**src/bnpl_pkg.sv**
```systemverilog
// ---------------------------------------------------------------------------
// bnpl_pkg: shared types and codes for the bounded nearest points list
// Beat payloads of the request and response channels, the stored entry
// and the control group that drives the row of list cells.
// ---------------------------------------------------------------------------
package bnpl_pkg;

   localparam logic OP_ADD  = 1'b0;
   localparam logic OP_READ = 1'b1;

   localparam logic CSR_SIZE_LIMIT = 1'b0;
   localparam logic CSR_DIST_LIMIT = 1'b1;

   localparam logic [4:0]  SIZE_LIMIT_RESET = 5'd16;
   localparam logic [31:0] DIST_LIMIT_RESET = 32'hFFFF_FFFF;

   typedef struct packed {
      logic               op;
      logic [31:0]        point_id;
      logic signed [31:0] point_x;
      logic signed [31:0] point_y;
      logic signed [31:0] point_z;
      logic [31:0]        point_distance;
   } req_type;

   typedef struct packed {
      logic               accepted;
      logic               entry_valid;
      logic [31:0]        entry_id;
      logic signed [31:0] entry_x;
      logic signed [31:0] entry_y;
      logic signed [31:0] entry_z;
      logic [31:0]        entry_distance;
      logic               last;
   } rsp_type;

   typedef struct packed {
      logic [31:0]        id;
      logic signed [31:0] x;
      logic signed [31:0] y;
      logic signed [31:0] z;
      logic [31:0]        distance;
   } entry_type;

   typedef struct packed {
      logic check;
      logic insert;
      logic rotate;
   } cell_ctl_type;

endpackage

```
**src/bnpl_cell.sv**
```systemverilog
// ---------------------------------------------------------------------------
// bnpl_cell: one slot of the sorted list
// Holds one entry, compares it against the broadcast candidate; an insert
// loads the candidate or left entry, a read rotation the right or head entry.
// ---------------------------------------------------------------------------
module bnpl_cell (
   input  logic                  clock,
   input  bnpl_pkg::cell_ctl_type ctl,
   input  bnpl_pkg::entry_type    cand,
   input  bnpl_pkg::entry_type    left_entry,
   input  bnpl_pkg::entry_type    right_entry,
   input  bnpl_pkg::entry_type    head_entry,
   input  logic                  occupied,
   input  logic                  first,
   input  logic                  left_gt,
   input  logic                  take_head,
   output bnpl_pkg::entry_type    entry,
   output logic                  gt,
   output logic                  dup,
   output logic                  shift
);
   import bnpl_pkg::*;

   entry_type entry_ff, entry_in;
   logic      gt_ff, gt_in;
   logic      dup_ff, dup_in;

   // A slot moves when it is empty or holds a farther entry than the candidate.
   assign shift = gt_ff || !occupied;

   always_comb begin
      entry_in = entry_ff;
      if (ctl.insert && shift) begin
         entry_in = (first || !left_gt) ? cand : left_entry;
      end else if (ctl.rotate) begin
         entry_in = take_head ? head_entry : right_entry;
      end
   end

   always_comb begin
      gt_in  = gt_ff;
      dup_in = dup_ff;
      if (ctl.check) begin
         gt_in  = occupied && (entry_ff.distance > cand.distance);
         dup_in = occupied && ((entry_ff.distance == cand.distance) ||
                  ((entry_ff.x == cand.x) && (entry_ff.y == cand.y) &&
                   (entry_ff.z == cand.z)));
      end
   end

   always_ff @(posedge clock) begin
      entry_ff <= entry_in;
      gt_ff    <= gt_in;
      dup_ff   <= dup_in;
   end

   assign entry = entry_ff;
   assign gt    = gt_ff;
   assign dup   = dup_ff;

endmodule

```
**config.mk**
```make
export PLATFORM = sky130hd
export DESIGN_NAME = bnpl_cell
export DESIGN_NICKNAME = d
export VERILOG_FILES = /design/src/bnpl_pkg.sv /design/src/bnpl_cell.sv
export SDC_FILE = /design/constraint.sdc
export NUM_CORES = 1
export LEC_CHECK = 0
export BUFFER_PORTS_ARGS = -buffer_cell sky130_fd_sc_hd__buf_2
export CORE_AREA = 2 2 320 322
export CTS_CLUSTER_DIAMETER = 150
export DETAILED_ROUTE_END_ITERATION = 8
export DIE_AREA = 0 0 322 324
export GPL_TIMING_DRIVEN = 0
export PLACE_DENSITY = 0.37
export SLEW_MARGIN = 20
export SYNTH_ARGS = -nofsm -noshare
export SYNTH_HDL_FRONTEND = slang
export SYNTH_SLANG_ARGS = --single-unit
```
**constraint.sdc**
```tcl
create_clock -name clock -period 13.4 [get_ports clock]
set_input_delay 0.67 -clock clock [delete_from_list [all_inputs] [get_ports clock]]
set_output_delay 0.67 -clock clock [all_outputs]
set_load 0.01 [all_outputs]
```
==> results.json <==
{
  "outcome": "complete, no violations",
  "worst_slack_ns": 10.29,
  "ios": 811,
  "cts_tree": "done",
  "top_usage_layer": "met2",
  "synth-seq-cells": 162,
  "hpwl_um": 73000,
  "finalNetCount": 2654,
  "finalSetupViolCount": 0,
  "pre_cts_ws_ns": 9.71,
  "gp_congestion": 0.834,
  "slowest_delay_ns": 0.84,
  "fin_crit_ns": 3.11,
  "crit_path_end_kind": "register",
  "tightest_slew_ns": 1.16,
  "syn_to_final_growth_pct": 54.4,
  "drt-pass1-iter-count": 5,
  "cp_top_family": "simple AND/OR/NAND/NOR gates",
  "clockBufferDepth": 2,
  "rsz0062_at_grt": "false",
  "grt_overflow": 0,
  "finish.utilization_pct": 18.0,
  "start_util_pct": 11.7,
  "layout_common_cells": "buf_2, a21oi_1, edfxtp_1",
  "drtIter0Drc": 507,
  "timing_max_transition_violations_final": 0,
  "critical_path.slowest_cell": "xnor2_1",
  "core_um2": 101000,
  "cts.sinks": 162,
  "worstPathArrival_ns": 3.45,
  "p_leak_nw": 7.96,
  "slew_headroom_pct": 21.9,
  "ys_warn_count": 0,
  "num_vias": 12600,
  "grt_max_degree": 44,
  "hold_violations": 0,
  "syn_nets": 1823,
  "postCtsSetupBuffers": 0,
  "antenna_found_initial": 37,
  "maxCapViolations": 0,
  "die-area_um2": 104000,
  "ys_seq_area_share_pct": 41.2,
  "vias_per_cell": 3.83,
  "synthCells": 1143,
  "synth_edf_count": 162,
  "path_buf_inv": 0,
  "cts_buffers": 17,
  "finalCritPeriodShare_pct": 23.2,
  "async_flop_share_pct": 0,
  "fmax_ghz": 0.322,
  "fp.dieW_um": 322,
  "netlist_area_um2": 11800,
  "critPathLaunchType": "register",
  "routed_wl_um": 85200,
  "insertion_delay_ns": 0.52,
  "yosysUniqueCellTypes": 33,
  "r2r-start": "entry[86]",
  "grt_first_pass_wirelength_um": 110000,
  "path_clk_slew_ns": 0.08,
  "avgSynthCellArea_um2": 10.3,
  "crit_type": "reg -> reg",
  "drive_gt1_share_pct": 46.0,
  "route.detailed.drc": 0,
  "hold_path.class": "in -> reg",
  "fill_cells": 11600,
  "met2_usage_pct": 27.1,
  "critical_path.cell_chain": "xnor2_1 > nand4_1 > nor4_1 > nand3_1 > o21ai_0",
  "use_met1_pct": 18.4,
  "portBuffers": 809,
  "grt_pass1_vias": 13000,
  "die_h_um": 324,
  "grt_use_total_pct": 15.8,
  "fp-row-count": 117,
  "ant_nets": 0,
  "ir_worst_vdd_mv": 0.0819,
  "cts.repair.resized": 0,
  "power.density_nw_per_um2": 99.8,
  "root_buffer": "clkbuf_16",
  "ctsHtreeMaxLevel": 4,
  "setup_tns_ns": 0,
  "cp_data_required_time_ns": 13.74,
  "crit_path_start": "entry[86]",
  "min_from": "ctl[2]",
  "met3_usage_pct": 5.28,
  "wl_per_cell_um": 25.8,
  "cp_max_fo": 2,
  "synth_ff_type": "edfxtp_1",
  "holdBufCountCts": 0,
  "mostFrequentLayoutCell": "buf_2",
  "finClkSkew_ns": 0.0150
}
report_power, final:
group	internal, W	switching, W	total, W
Clock	0.000311	0.000260	0.000571
Sequential	0.000635	0.0000375	0.000672
Combinational	0.000228	0.000348	0.000575
synth_stat cells, types with 3 or more instances:
master / number / area [um2]
mux2i_1: 160 / 1600
nand2_1: 7 / 26.3
nand4_1: 29 / 181
nand3_1: 5 / 25.0
nor2b_1: 130 / 813
buf_6: 4 / 45.0
xnor2_1: 94 / 823
nor2_1: 37 / 139
buf_4: 23 / 173
nor4_1: 5 / 31.3
buf_1: 3 / 11.3
ha_1: 32 / 400
buf_2: 33 / 165
inv_1: 34 / 128
a211oi_1: 161 / 1210
clkbuf_4: 7 / 52.6
a21oi_1: 175 / 876
o21ai_0: 5 / 25.0
clkbuf_1: 18 / 67.6
edfxtp_1: 162 / 4860
cell families after synthesis:
group	Yosys count	share of synthesized area [%]
AO/OA/AOI/OAI	349	18.4
AND/OR/NAND/NOR	222	10.9
XOR/XNOR	96	7.12
adder cells (fa/ha/maj)	32	3.39
flip-flops	162	41.2
multiplexers	160	13.6
buffers and inverters	122	5.44
sequential cells by signal (all words and copies together), names as in the netlist:
name and count:
dup 1, entry 160, gt 1
final cells by class:
class	count	area, um2	share of cell area, %
clock inverter	14	188	1.03
inverter	34	128	0.701
multi-input combinational	859	6300	34.6
antenna	7	17.5	0.0962
clock buffer	18	429	2.36
sequential	162	4860	26.7
timing repair buffer	812	4130	22.7
buffer	88	518	2.84
tap	1309	1640	8.99
stage by stage:
| stage | hold slack (ns) | cell area [um2] | power, W | std cells |
|---|---|---|---|---|
| after floorplan | 0.782 | 11800 | 0.000928 | 1143 |
| after global placement | 0.896 | 17500 | 0.00128 | 3261 |
| after detailed placement | 0.901 | 17600 | 0.00128 | 3264 |
| after CTS | 0.325 | 18200 | 0.00186 | 3296 |
| after global routing | 0.344 | 18200 | 0.00192 | 3298 |
| final | 0.384 | 18200 | 0.00182 | 3303 |
per-layer routing:
metal,part of all wire (%),vias up
li1,-,5974
met1,41,5979
met2,49,571
met3,8.0,97
met4,2.5,24
met5,0.15,-
worst paths after layout:
path | to | slack (ns) | cells after the start
hold reg to reg | dup | 1.10 | 5
setup / recovery | dup | 10.29 | 5
hold / removal | dup | 0.38 | 1
setup reg to reg | dup | 10.29 | 5
(Power assumes the default switching activity.)
